### src/etu_pkg.sv
package etu_pkg;

    // Sequencer states.
    typedef enum logic [1:0] {
        S_IDLE,
        S_DIV,
        S_EVAL,
        S_DONE
    } t_state;

    // Purpose of the division currently in the shared divider.
    typedef enum logic [1:0] {
        OP_TRIAL,   // remainder / candidate: bound test and divisibility test
        OP_STRIP,   // remainder / candidate again while the factor divides
        OP_ACC,     // result / candidate for the result update
        OP_FINAL    // result / leftover factor
    } t_div_op;

endpackage

### src/etu_in_if.sv
interface etu_in_if #(
    parameter int WIDTH = 32
);
    logic             valid;
    logic             ready;
    logic [WIDTH-1:0] number_in;

    modport source (output valid, output number_in, input ready);
    modport sink   (input valid, input number_in, output ready);
endinterface

### src/etu_out_if.sv
interface etu_out_if #(
    parameter int WIDTH = 32
);
    logic             valid;
    logic             ready;
    logic [WIDTH-1:0] totient;

    modport source (output valid, output totient, input ready);
    modport sink   (input valid, input totient, output ready);
endinterface

### src/euler_totient_unit.sv
// Channel | Dir | Payload             | Handshake
// i_in    | in  | number_in [WIDTH]   | valid/ready, word taken when both are high
// o_out   | out | totient   [WIDTH]   | valid/ready, word taken when both are high
//
// Every division runs through one restoring divider, one quotient bit per cycle, and
// the evaluate step after each division also loads the next division. Each word also
// passes through an accept step in idle and a hand-over step in the done state.
// The divisions are: one trial per candidate, up to floor(sqrt(n)) + 1, one strip per
// prime factor counted with multiplicity, one per distinct prime, and one for a
// leftover factor.
// Reset is synchronous and active low; it clears the sequencer and the output valid.
// The unit takes one word at a time: i_in.ready is high only while it is idle.
// The finished result sits in an output register, so a stalled sink only holds the
// unit once a second result is ready to be written.
module euler_totient_unit #(
    parameter int WIDTH = 32
) (
    input  logic     i_clk,
    input  logic     i_rst_n,
    etu_in_if.sink   i_in,
    etu_out_if.source o_out
);

    // Candidates never exceed floor(sqrt(2^WIDTH - 1)) + 1, which fits in this width.
    localparam int CAND_W = WIDTH / 2 + 1;
    localparam int CNT_W  = $clog2(WIDTH);

    etu_pkg::t_state  r_state, n_state;
    etu_pkg::t_div_op r_op, n_op;

    logic [WIDTH-1:0]  r_rem,  n_rem;   // value still left to factor
    logic [WIDTH-1:0]  r_acc,  n_acc;   // running totient
    logic [CAND_W-1:0] r_cand, n_cand;  // trial divisor

    // Divider registers: the dividend shifts out of r_quo while quotient bits shift in.
    logic [WIDTH-1:0]  r_dvs,  n_dvs;
    logic [WIDTH-1:0]  r_quo,  n_quo;
    logic [WIDTH-1:0]  r_part, n_part;
    logic [CNT_W-1:0]  r_cnt,  n_cnt;

    logic              r_out_valid, n_out_valid;
    logic [WIDTH-1:0]  r_totient,   n_totient;

    logic              in_fire;
    logic              out_free;
    logic [WIDTH-1:0]  cand_ext;
    logic              bound_fail;
    logic              rem_zero;
    logic [WIDTH:0]    div_shift;
    logic [WIDTH:0]    div_diff;

    // Division start request, applied at the end of the datapath block.
    logic              start;
    logic [WIDTH-1:0]  start_dividend;
    logic [WIDTH-1:0]  start_divisor;
    etu_pkg::t_div_op  start_op;

    assign in_fire    = i_in.valid && i_in.ready;
    assign out_free   = !r_out_valid || o_out.ready;
    assign cand_ext   = {{(WIDTH - CAND_W){1'b0}}, r_cand};
    // The trial loop ends once the candidate exceeds remainder / candidate.
    assign bound_fail = cand_ext > r_quo;
    assign rem_zero   = (r_part == '0);
    assign div_shift  = {r_part, r_quo[WIDTH-1]};
    assign div_diff   = div_shift - {1'b0, r_dvs};

    assign i_in.ready    = (r_state == etu_pkg::S_IDLE);
    assign o_out.valid   = r_out_valid;
    assign o_out.totient = r_totient;

    // Next state.
    always_comb begin
        n_state = r_state;
        case (r_state)
            etu_pkg::S_IDLE: begin
                if (in_fire) begin
                    n_state = etu_pkg::S_DIV;
                end
            end
            etu_pkg::S_DIV: begin
                if (r_cnt == '0) begin
                    n_state = etu_pkg::S_EVAL;
                end
            end
            etu_pkg::S_EVAL: begin
                case (r_op)
                    etu_pkg::OP_TRIAL: begin
                        if (bound_fail && !(r_rem > WIDTH'(1))) begin
                            n_state = etu_pkg::S_DONE;
                        end else begin
                            n_state = etu_pkg::S_DIV;
                        end
                    end
                    etu_pkg::OP_FINAL: n_state = etu_pkg::S_DONE;
                    default:           n_state = etu_pkg::S_DIV;
                endcase
            end
            etu_pkg::S_DONE: begin
                if (out_free) begin
                    n_state = etu_pkg::S_IDLE;
                end
            end
            default: n_state = etu_pkg::S_IDLE;
        endcase
    end

    // Datapath and outputs.
    always_comb begin
        n_op        = r_op;
        n_rem       = r_rem;
        n_acc       = r_acc;
        n_cand      = r_cand;
        n_dvs       = r_dvs;
        n_quo       = r_quo;
        n_part      = r_part;
        n_cnt       = r_cnt;
        n_out_valid = r_out_valid;
        n_totient   = r_totient;

        start          = 1'b0;
        start_dividend = r_rem;
        start_divisor  = cand_ext;
        start_op       = etu_pkg::OP_TRIAL;

        if (o_out.ready) begin
            n_out_valid = 1'b0;
        end

        case (r_state)
            etu_pkg::S_IDLE: begin
                if (in_fire) begin
                    n_rem          = i_in.number_in;
                    n_acc          = i_in.number_in;
                    n_cand         = CAND_W'(2);
                    start          = 1'b1;
                    start_dividend = i_in.number_in;
                    start_divisor  = WIDTH'(2);
                    start_op       = etu_pkg::OP_TRIAL;
                end
            end
            etu_pkg::S_DIV: begin
                // One restoring step: subtract the divisor when it fits.
                if (!div_diff[WIDTH]) begin
                    n_part = div_diff[WIDTH-1:0];
                    n_quo  = {r_quo[WIDTH-2:0], 1'b1};
                end else begin
                    n_part = div_shift[WIDTH-1:0];
                    n_quo  = {r_quo[WIDTH-2:0], 1'b0};
                end
                n_cnt = r_cnt - CNT_W'(1);
            end
            etu_pkg::S_EVAL: begin
                case (r_op)
                    etu_pkg::OP_TRIAL: begin
                        if (bound_fail) begin
                            // A leftover factor above one takes the update once more.
                            if (r_rem > WIDTH'(1)) begin
                                start          = 1'b1;
                                start_dividend = r_acc;
                                start_divisor  = r_rem;
                                start_op       = etu_pkg::OP_FINAL;
                            end
                        end else if (rem_zero) begin
                            n_rem          = r_quo;
                            start          = 1'b1;
                            start_dividend = r_quo;
                            start_op       = etu_pkg::OP_STRIP;
                        end else begin
                            n_cand         = r_cand + CAND_W'(1);
                            start          = 1'b1;
                            start_dividend = r_rem;
                            start_divisor  = cand_ext + WIDTH'(1);
                            start_op       = etu_pkg::OP_TRIAL;
                        end
                    end
                    etu_pkg::OP_STRIP: begin
                        start = 1'b1;
                        if (rem_zero) begin
                            n_rem          = r_quo;
                            start_dividend = r_quo;
                            start_op       = etu_pkg::OP_STRIP;
                        end else begin
                            // The factor is fully divided out: update the result.
                            start_dividend = r_acc;
                            start_op       = etu_pkg::OP_ACC;
                        end
                    end
                    etu_pkg::OP_ACC: begin
                        n_acc          = r_acc - r_quo;
                        n_cand         = r_cand + CAND_W'(1);
                        start          = 1'b1;
                        start_dividend = r_rem;
                        start_divisor  = cand_ext + WIDTH'(1);
                        start_op       = etu_pkg::OP_TRIAL;
                    end
                    etu_pkg::OP_FINAL: begin
                        n_acc = r_acc - r_quo;
                    end
                    default: begin
                        n_acc = r_acc;
                    end
                endcase
            end
            etu_pkg::S_DONE: begin
                if (out_free) begin
                    n_out_valid = 1'b1;
                    n_totient   = r_acc;
                end
            end
            default: begin
                n_out_valid = 1'b0;
            end
        endcase

        if (start) begin
            n_quo  = start_dividend;
            n_part = '0;
            n_dvs  = start_divisor;
            n_cnt  = CNT_W'(WIDTH - 1);
            n_op   = start_op;
        end
    end

    always_ff @(posedge i_clk) begin
        if (!i_rst_n) begin
            r_state     <= etu_pkg::S_IDLE;
            r_out_valid <= 1'b0;
        end else begin
            r_state     <= n_state;
            r_out_valid <= n_out_valid;
        end
    end

    always_ff @(posedge i_clk) begin
        r_op      <= n_op;
        r_rem     <= n_rem;
        r_acc     <= n_acc;
        r_cand    <= n_cand;
        r_dvs     <= n_dvs;
        r_quo     <= n_quo;
        r_part    <= n_part;
        r_cnt     <= n_cnt;
        r_totient <= n_totient;
    end

endmodule
### src/flat_wrapper.sv
// flat-port wrapper written by rule: the top's interface ports become plain ports
module euler_totient_unit_flat 
#(
    parameter int WIDTH = 32
)
  (i_clk, i_rst_n, i_in_valid, i_in_number_in, i_in_ready, o_out_valid, o_out_totient, o_out_ready);
  etu_in_if #(.WIDTH(WIDTH)) i_in_i ();
  etu_out_if #(.WIDTH(WIDTH)) o_out_i ();
  input  logic i_clk;
  input  logic i_rst_n;
  input wire logic [$bits(i_in_i.valid)-1:0] i_in_valid;
  input wire logic [$bits(i_in_i.number_in)-1:0] i_in_number_in;
  output wire logic [$bits(i_in_i.ready)-1:0] i_in_ready;
  output wire logic [$bits(o_out_i.valid)-1:0] o_out_valid;
  output wire logic [$bits(o_out_i.totient)-1:0] o_out_totient;
  input wire logic [$bits(o_out_i.ready)-1:0] o_out_ready;
  assign i_in_i.valid = i_in_valid;
  assign i_in_i.number_in = i_in_number_in;
  assign i_in_ready = i_in_i.ready;
  assign o_out_valid = o_out_i.valid;
  assign o_out_totient = o_out_i.totient;
  assign o_out_i.ready = o_out_ready;
  euler_totient_unit #(.WIDTH(WIDTH)) u_core (.i_clk(i_clk), .i_rst_n(i_rst_n), .i_in(i_in_i), .o_out(o_out_i));
endmodule
### config.mk
export PLATFORM = sky130hd
export DESIGN_NAME = euler_totient_unit_flat
export DESIGN_NICKNAME = d
export VERILOG_FILES = /design/src/etu_pkg.sv /design/src/etu_in_if.sv /design/src/etu_out_if.sv /design/src/euler_totient_unit.sv /design/src/flat_wrapper.sv
export SDC_FILE = /design/constraint.sdc
export NUM_CORES = 1
export LEC_CHECK = 0
export BUFFER_PORTS_ARGS = -buffer_cell sky130_fd_sc_hd__buf_2
export CAP_MARGIN = 20
export CORE_ASPECT_RATIO = 0.6
export CORE_MARGIN = 2
export CORE_UTILIZATION = 42
export CTS_CLUSTER_DIAMETER = 100
export CTS_CLUSTER_SIZE = 16
export DETAILED_ROUTE_END_ITERATION = 7
export PLACE_DENSITY = 0.66
export SLEW_MARGIN = 10
export SYNTH_ARGS = -nofsm -noshare
export SYNTH_HDL_FRONTEND = slang
export SYNTH_SLANG_ARGS = --single-unit
### constraint.sdc
create_clock -name i_clk -period 4.6 [get_ports i_clk]
set_input_delay 0.46 -clock i_clk [delete_from_list [all_inputs] [get_ports i_clk]]
set_output_delay 0.46 -clock i_clk [all_outputs]
set_load 0.02 [all_outputs]
## Yosys cells after proc, flatten, opt, wreduce, memory -nomap -nowiden

Index checks and enable logic that the tools add are counted.

- $add $sub $neg: 5
- Magnitude comparators: 2
- Equality and inequality tests: 15
- Multiplexer cells: 47
- Reduce and logical (&&, ||, !) cells: 19

Operator list:

| operator | number |
|---|---|
| $mux W32 | 14 |
| $pmux W32 S2 | 7 |
| $mux W17 | 4 |
| $pmux W17 S2 | 2 |
| $sub A33 B32 Y33 | 1 |
| $gt A17 B32 Y1 | 1 |
| $gt A32 B1 Y1 const B | 1 |
| $logic_not A32 Y1 | 1 |
| $sub A32 B32 Y32 | 1 |
| $add A17 B1 Y18 const B | 1 |
| $add A17 B1 Y17 const B | 1 |
| $mux W2 | 7 |
| $ne A3 B3 Y1 const B | 3 |
| $reduce_and A3 Y1 | 3 |
| $eq A2 B2 Y1 const B | 4 |
| $mux W1 | 8 |
| $pmux W2 S2 | 2 |
| $pmux W2 S4 | 1 |
| $logic_not A5 Y1 | 1 |
| $reduce_and A5 Y1 | 1 |
| $sub A5 B1 Y5 const B | 1 |
| $eq A2 B1 Y1 const B | 2 |
| $logic_not A2 Y1 | 2 |
| $ne A2 B1 Y1 const B | 2 |
| other kinds (10) | 17 |

- Flip-flop bits (word level): 219
- Input port bits: 36
- Output and inout bits: 34
- Logic and storage cells: 99

## Longest topological paths before layout

Gate-level depths: netlist of run 1.

- Depth after elaboration: 7
- Gate-level depth with buffers: 14
- Depth with buffers taken out: 12

## Worst setup path before layout of run 1

Ideal clock, no wire load.

- Kind: register to register
- Start: reg u_core.r_quo[1]
- End: reg u_core.r_quo[0] (enable)
- Library setup time: 432 ps
- Arrival time: 4107 ps
- Setup slack: 61 ps
- Cell stages (with the launch flop): 15
- Path buffers: 2
- Clock period less this slack: 4539 ps
- Cell sequence: edfxtp_1 inv_1 ha_1 nor2b_1 o21a_1 o21a_1 o21a_1 o311ai_1 a21oi_1 o21a_1 buf_4 inv_2 clkbuf_1 nor2_1 a21oi_1

- Word-level cells in the longest chain between the ends: 6
- Elaborated cells on any way between the ends: 7
- Those cells by class: order compare: 1; eq/ne: 1; mux: 3; reduce/logical: 2

RTL lines:

| what | RTL line | source |
|---|---|---|
| start: declaration | euler_totient_unit.sv:37 | `logic [WIDTH-1:0] r_quo, n_quo;` |
| start signal: assignment | euler_totient_unit.sv:240 | `r_quo <= n_quo;` |
| $gt A17 B32 Y1 (*) | euler_totient_unit.sv:62 | `assign bound_fail = cand_ext > r_quo;` |
| $mux W1 (*) | euler_totient_unit.sv:155 | `if (bound_fail) begin` |
| $pmux W1 S2 (*) | euler_totient_unit.sv:153 | `case (r_op)` |
| $pmux W1 S2 (*) | euler_totient_unit.sv:129 | `case (r_state)` |
| $ne A4 B4 Y1 (no source line) / $reduce_bool A2 Y1 (equally long branches) | -- |  |
| $reduce_and A2 Y1 (no source line) (*) | -- |  |

Every way passes the cells marked *; elsewhere a longest branch is shown, timed or not.
A chain may end at the register's enable or synchronous reset.

## Final worst setup path of run 1

- Start: reg u_core.r_cand[13]
- End: reg u_core.r_quo[5] (enable)

- Word-level cells in the longest chain between the ends: 6
- Elaborated cells on any way between the ends: 7
- Those cells by class: order compare: 1; eq/ne: 1; mux: 3; reduce/logical: 2

RTL lines:

| what | RTL line | source |
|---|---|---|
| start: declaration | euler_totient_unit.sv:33 | `logic [CAND_W-1:0] r_cand, n_cand;` |
| start signal: assignment | euler_totient_unit.sv:238 | `r_cand <= n_cand;` |
| $gt A17 B32 Y1 (*) | euler_totient_unit.sv:62 |  |
| $mux W1 (*) | euler_totient_unit.sv:155 |  |
| $pmux W1 S2 (*) | euler_totient_unit.sv:153 |  |
| $pmux W1 S2 (*) | euler_totient_unit.sv:129 |  |
| $ne A4 B4 Y1 (no source line) / $reduce_bool A2 Y1 (equally long branches) | -- |  |
| $reduce_and A2 Y1 (no source line) (*) | -- |  |

Marked as above.

==> flow_summary_export.csv, run 1 <==
group,metric,value,unit
yosys,ys_seq_area_share,41.0,%
placement,dp.cells,2104,
yosys,async_flop_share,0,%
status,status,"completed",
yosys,synth_ff_type,"edfxtp_1",
floorplanning,die-width,248,µm
worst_setup_path,path_cells,"ha_1 -> a21o_1 -> a21o_1 -> a211oi_1 -> o21ai_1 -> o311ai_1 -> a21oi_1 -> o21a_1 -> inv_2 -> nor2_1 -> a21oi_4 -> buf_12",
worst_setup_path,r2r_cells,12,
global_route,grt_usage,25.2,%
worst_setup_path,criticalPathCategory,"register to register",
floorplanning,start_util,42.8,%
yosys,synthTopCellsByCount,"179 x edfxtp_1, 140 x nor2_1, 135 x o21ai_0, 114 x a21oi_1, 109 x nand2_1",
floorplanning,pin_count,70,
pwr,ir_drop,0.258,mV
finish,finalNonFillerCells,2136,
routing,ant_nets,0,
routing,routed_wl,47500,µm
routing,drt-wirelength-per-cell,22.3,µm
clocking,cts_max_level,1,
job,drv_cap,0,
floorplanning,core,0.0351,mm²
finish,antennaDiodeCount,0,
sta,timing.final.crit_share,91.9,%
global_route,antenna_found_initial,0,
yosys,synthCells,1632,
worst_setup_path,crit_path_end_kind,"register",
worst_setup_path,path_delay_family,"compound AO/OA/AOI/OAI gates",
clocking,cts_hold_buf,0,
finish,drive_gt1_share,8.39,%
worst_setup_path,critical-path-max-stage-delay,0.54,ns
sta,max_freq,0.237,GHz
worst_setup_path,crit_required,4.82,ns
global_route,grt_pass1_vias,12371,
sta,fin_skew,0.0263,ns
yosys,syn_nets,1756,
worst_setup_path,timing.rr.start,"u_core.r_cand[13]",
yosys,netlist_area,0.0150,mm²
routing,drt_pass1_iterations,5,
worst_setup_path,slowest_stage,"a21oi_4",
clocking,clock_path_buffers,3,
yosys,synth.avg_cell_area,9.22,µm²
clocking,worstSkewPairLatency,0.53,ns
clocking,cts_setup_buffers,0,
sta,slew_viol_final,0,
sta,fin_ws,0.373,ns
sta,hold_viol_final,0,
worst_setup_path,crit_start,"u_core.r_cand[13]",
finish,fillerInstances,3342,
clocking,cts_made_buffers,17,
floorplanning,die_area,0.0374,mm²
global_route,grt_max_degree,68,
worst_setup_path,cp_max_fo,32,
placement,place_ws,0.439,ns
routing,drc,0,
routing,via_per_inst,6.33,
placement,dpl.hpwl,34400,µm
yosys,yosysWarnings,0,
hold_path,hp-start,"i_rst_n",
worst_setup_path,crit_top_cell,"a21o_1",
placement,io_buffers,69,
finish,fin_nets,1782,
sta,slew_headroom,29.6,%
yosys,netlist_top_cells_area,"edfxtp_1 36%, ha_1 7.1%, dfxtp_1 5.3%",
worst_setup_path,r2r_setup_slack,0.37,ns
placement,gp_congestion,0.989,
floorplanning,dieHeight,151,µm
finish,area_delta_synth_final,8.78,%
global_route,grt_overflow,0,
yosys,synth.top_cell.area_share,35.7,%
clocking,cts_sinks,219,
routing,vias,13525,
pwr,powerDensity,467,mW/mm²
worst_setup_path,arrival,4.45,ns
hold_path,hold_path_class,"input pin to register",
hold_path,min_path_cells,2,
worst_setup_path,cp-endpoint,"u_core.r_quo[5]",
yosys,synth-edff-count,179,
sta,fin_crit,4.23,ns
routing,detailedRoute.firstIterationViolations,1721,
yosys,synth-seq-cells,219,
worst_setup_path,reg2reg_to,"u_core.r_quo[5]",
sta,setup_viol,0,
sta,fin_setup_tns,0,ns
yosys,yosysTopAreaCell,"edfxtp_1",
global_route,grt_pass1_wl,73200,µm
worst_setup_path,cp-start-kind,"register",
clocking,clockRootBuffer,"clkbuf_16",
yosys,yosysMostFrequentCell,"edfxtp_1",
sta,grt_setup_unrepaired,"no",
floorplanning,rows,53,
yosys,ys_types,76,
clocking,clk_pin_slew,0.08,ns
pwr,p_leak,6.32,nW
sta,tightest_slew,1.05,ns
worst_setup_path,cp.depth,12,
worst_setup_path,cp.buffers_inverters,2,
clocking,cts_resized,0,
clocking,cts_tree,"yes",
registers in the layout, indices dropped and copies added, names as in the netlist:
signal,count
u_core.r_rem,32
u_core.r_cnt,5
u_core.r_state,2
u_core.r_acc,32
u_core.r_op,2
u_core.r_dvs,32
u_core.o_out.valid,1
u_core.r_cand,17
u_core.o_out.totient,32
u_core.r_quo,32
u_core.r_part,32
power breakdown:
group | leakage [nW] | internal (mW) | switching [mW]
sequential | 2.07 | 2.52 | 0.381
combinational | 4.02 | 1.29 | 1.98
clock | 0.231 | 0.703 | 0.760
final cells by class:
| cell class | count | area (µm²) | share of cell area (%) |
|---|---|---|---|
| flip-flops and latches | 219 | 6180 | 37.7 |
| repair buffers | 99 | 623 | 3.81 |
| clock buffers | 28 | 467 | 2.85 |
| multi-input cells | 1223 | 8140 | 49.7 |
| clock inverters | 2 | 15.0 | 0.0917 |
| well taps | 467 | 584 | 3.57 |
| inverters | 98 | 368 | 2.25 |
metal layers:
layer | GRT usage (%) | wire [µm] | vias to the layer above
met3 | 6.01 | 5630 | 62
li1 | - | - | 6212
met2 | 34.7 | 18700 | 815
met5 | 0 | 0 | -
met4 | 4.88 | 738 | 0
met1 | 39.6 | 22500 | 6436
logic make-up (layout without fill, tap and decap cells):
group,after synthesis,in the layout,share of synthesized area (%)
compound gates,558,558,24.1
xor+xnor,59,59,3.43
fa+ha+maj,88,88,7.42
buf+inv,190,227,5.25
flops,219,219,41.0
mux,60,60,4.01
simple gates,458,458,14.8
how the worst min path moves through the flow:
stage	end	slack [ns]
2_1_floorplan	u_core.o_out.totient[10]	0.46
3_3_place_gp	u_core.r_cnt[3]	0.47
3_5_place_dp	u_core.o_out.totient[7]	0.49
4_1_cts	u_core.r_state[0]	0.19
5_1_grt	u_core.r_state[0]	0.21
6_report	u_core.r_state[0]	0.19
through the flow:
stage	instance area [µm²]	util (%)	power [mW]	hold slack, ns
after floorplan	15000	-	5.33	0.455
after global placement	15800	45.0	6.03	0.475
after detailed placement	15900	45.1	6.09	0.491
after CTS	16300	46.5	7.56	0.190
after global routing	16400	46.6	8.09	0.208
final	16400	46.6	7.64	0.195
cell usage in the layout (no fill, tap or decap), types with 20 or more instances in the layout:
cell type	n
o21ai_0	135
buf_4	27
a22oi_1	27
buf_2	69
edfxtp_1	179
xnor2_1	39
mux2i_1	58
nand3_1	21
a211oi_1	30
o221ai_1	27
dfxtp_1	40
a21oi_1	112
nand2_1	109
xor2_1	20
nor4_1	23
and2_1	31
a31oi_1	32
o22ai_1	34
nor2_1	139
ha_1	86
inv_1	96
a21o_1	31
nor3_1	30
worst reg2reg max path, delay by kind of cell, from the launching register on:
| kind | cells | cell delay (ns) |
|---|---|---|
| buf+inv | 2 | 0.76 |
| compound gates | 8 | 2.16 |
| simple gates | 1 | 0.16 |
| fa+ha+maj | 1 | 0.34 |
| flops | 1 | 0.50 |
(Power assumes the default switching activity.)
==> run 2, diff against run 1 <==
Settings changed: BUFFER_PORTS_ARGS -buffer_cell sky130_fd_sc_hd__buf_2 to not set, DONT_BUFFER_PORTS set to 1, PLACE_DENSITY 0.66 to 0.65.
==> flow_summary_export.csv, run 2 (synthesis gave the netlist of run 1 again) <==
group,metric,value,unit
finish,final_cell_area,0.0160,mm²
placement,dpl.hpwl,33900,µm
routing,drc,0,
worst_setup_path,crit_path_end_kind,"register",
status,status,"completed",
finish,layout_commonest_cell,"edfxtp_1",
clocking,cts_setup_buffers,0,
pwr,p_leak,6.03,nW
floorplanning,die_area,0.0374,mm²
routing,drt_pass1_iterations,5,
finish,fin_nets,1710,
placement,placed_area,0.0155,mm²
global_route,grt_overflow,0,
floorplanning,start_util,42.8,%
worst_setup_path,criticalPathCategory,"register to register",
sta,setup_viol,0,
global_route,antenna_found_initial,0,
sta,grt_setup_unrepaired,"no",
clocking,cts_made_buffers,17,
sta,hold_viol_final,0,
sta,tightest_slew,1.20,ns
clocking,worstSkewPairLatency,0.53,ns
sta,timing.final.crit_share,85.1,%
routing,drt-wirelength-per-cell,23.0,µm
routing,ant_nets,0,
sta,fin_crit,3.92,ns
sta,slew_headroom,20.3,%
finish,mostFrequentLayoutCells,"179 x edfxtp_1, 139 x nor2_1, 135 x o21ai_0",
job,drv_cap,0,
pwr,powerDensity,477,mW/mm²
finish,area_delta_synth_final,6.32,%
sta,fin_ws,0.685,ns
finish,finalNonFillerCells,2064,
floorplanning,pin_count,70,
worst_setup_path,cp_max_fo,20,
placement,dp.cells,2034,
floorplanning,core,0.0351,mm²
pwr,sw_frac_of_total,40.7,%
routing,via_per_inst,6.34,
placement,gp_congestion,0.963,
clocking,cts_sinks,219,
pwr,p_int,4.52,mW
pwr,combPwrFrac,42.7,%
clocking,cts_max_level,1,
routing,routed_wl,47500,µm
finish,fillerInstances,3345,
global_route,grt_usage,25.1,%
sta,fin_skew,0.0317,ns
clocking,clk_pin_slew,0.08,ns
pwr,seq_power_share,38.0,%
clocking,cts_tree,"yes",
worst_setup_path,crit_required,4.80,ns
sta,fin_setup_tns,0,ns
pwr,switchingPower,3.11,mW
sta,slew_viol_final,0,
placement,io_buffers,0,
global_route,grt_pass1_wl,72100,µm
floorplanning,die-width,248,µm
clocking,clockRootBuffer,"clkbuf_16",
hold_path,hold_path_class,"input pin to register",
finish,antennaDiodeCount,0,
global_route,grt_pass1_vias,11931,
sta,hold_ws,0.0492,ns
worst_setup_path,cp-start-kind,"register",
worst_setup_path,arrival,4.12,ns
clocking,cts_hold_buf,0,
finish,drive_gt1_share,4.26,%
global_route,grt_max_degree,69,
routing,vias,13087,
floorplanning,dieHeight,151,µm
placement,place_ws,0.891,ns
clocking,cts_resized,0,
clocking,clock_path_buffers,3,
routing,detailedRoute.firstIterationViolations,1794,
pwr,ir_drop,0.291,mV
pwr,clkPwrFrac,19.3,%
sta,max_freq,0.255,GHz
floorplanning,rows,53,
==> run 2: metal layers <==
layer | track usage [%] | wire length (µm)
met1 | 38.7 | 22600
met3 | 7.24 | 5560
met4 | 4.14 | 580
met2 | 34.5 | 18700
met5 | 0 | 0
==> run 2: final cells by class <==
class | count | area, µm² | area share, %
clock buffer | 28 | 467 | 2.92
clock inverter | 2 | 15.0 | 0.0938
inverter | 98 | 368 | 2.30
multi-input combinational | 1223 | 8140 | 50.9
sequential | 219 | 6180 | 38.6
tap | 467 | 584 | 3.65
timing repair buffer | 27 | 253 | 1.58
==> run 2: final timing paths <==
path                          from                  endpoint  slack, ns  cells past startpoint
setup reg to reg   u_core.r_quo[5]          u_core.r_quo[11]       0.68                     13
hold reg to reg   u_core.r_acc[14]  u_core.o_out.totient[14]       0.50                      0
setup / recovery   u_core.r_quo[5]          u_core.r_quo[11]       0.68                     13
hold / removal             i_rst_n         u_core.r_state[0]       0.05                      1
==> run 2: power by group through the flow <==
stage,Combinational (mW),Sequential (mW),Clock [mW]
after floorplan,2.56,2.77,0
after detailed placement,3.16,2.92,0
after global placement,3.12,2.91,0
after CTS,3.18,2.88,1.49
final,3.25,2.90,1.47
after global routing,3.56,2.93,1.57
==> run 2: stage by stage <==
stage,power (mW),util [%]
3_5_place_dp,6.08,44.2
4_1_cts,7.55,45.5
2_1_floorplan,5.33,-
5_1_grt,8.06,45.5
3_3_place_gp,6.04,44.1
6_report,7.62,45.5
==> run 2: worst max-delay path, cell delays in order (launching register included) <==
cell,delay [ns]
edfxtp_1,0.43
inv_1,0.12
ha_1,0.26
a21o_1,0.17
a21o_1,0.18
a21oi_1,0.32
nor3_1,0.19
o311ai_1,0.46
a21oi_1,0.17
o21a_1,0.22
inv_2,0.24
nor2_1,0.12
a21oi_4,0.47
buf_12,0.25
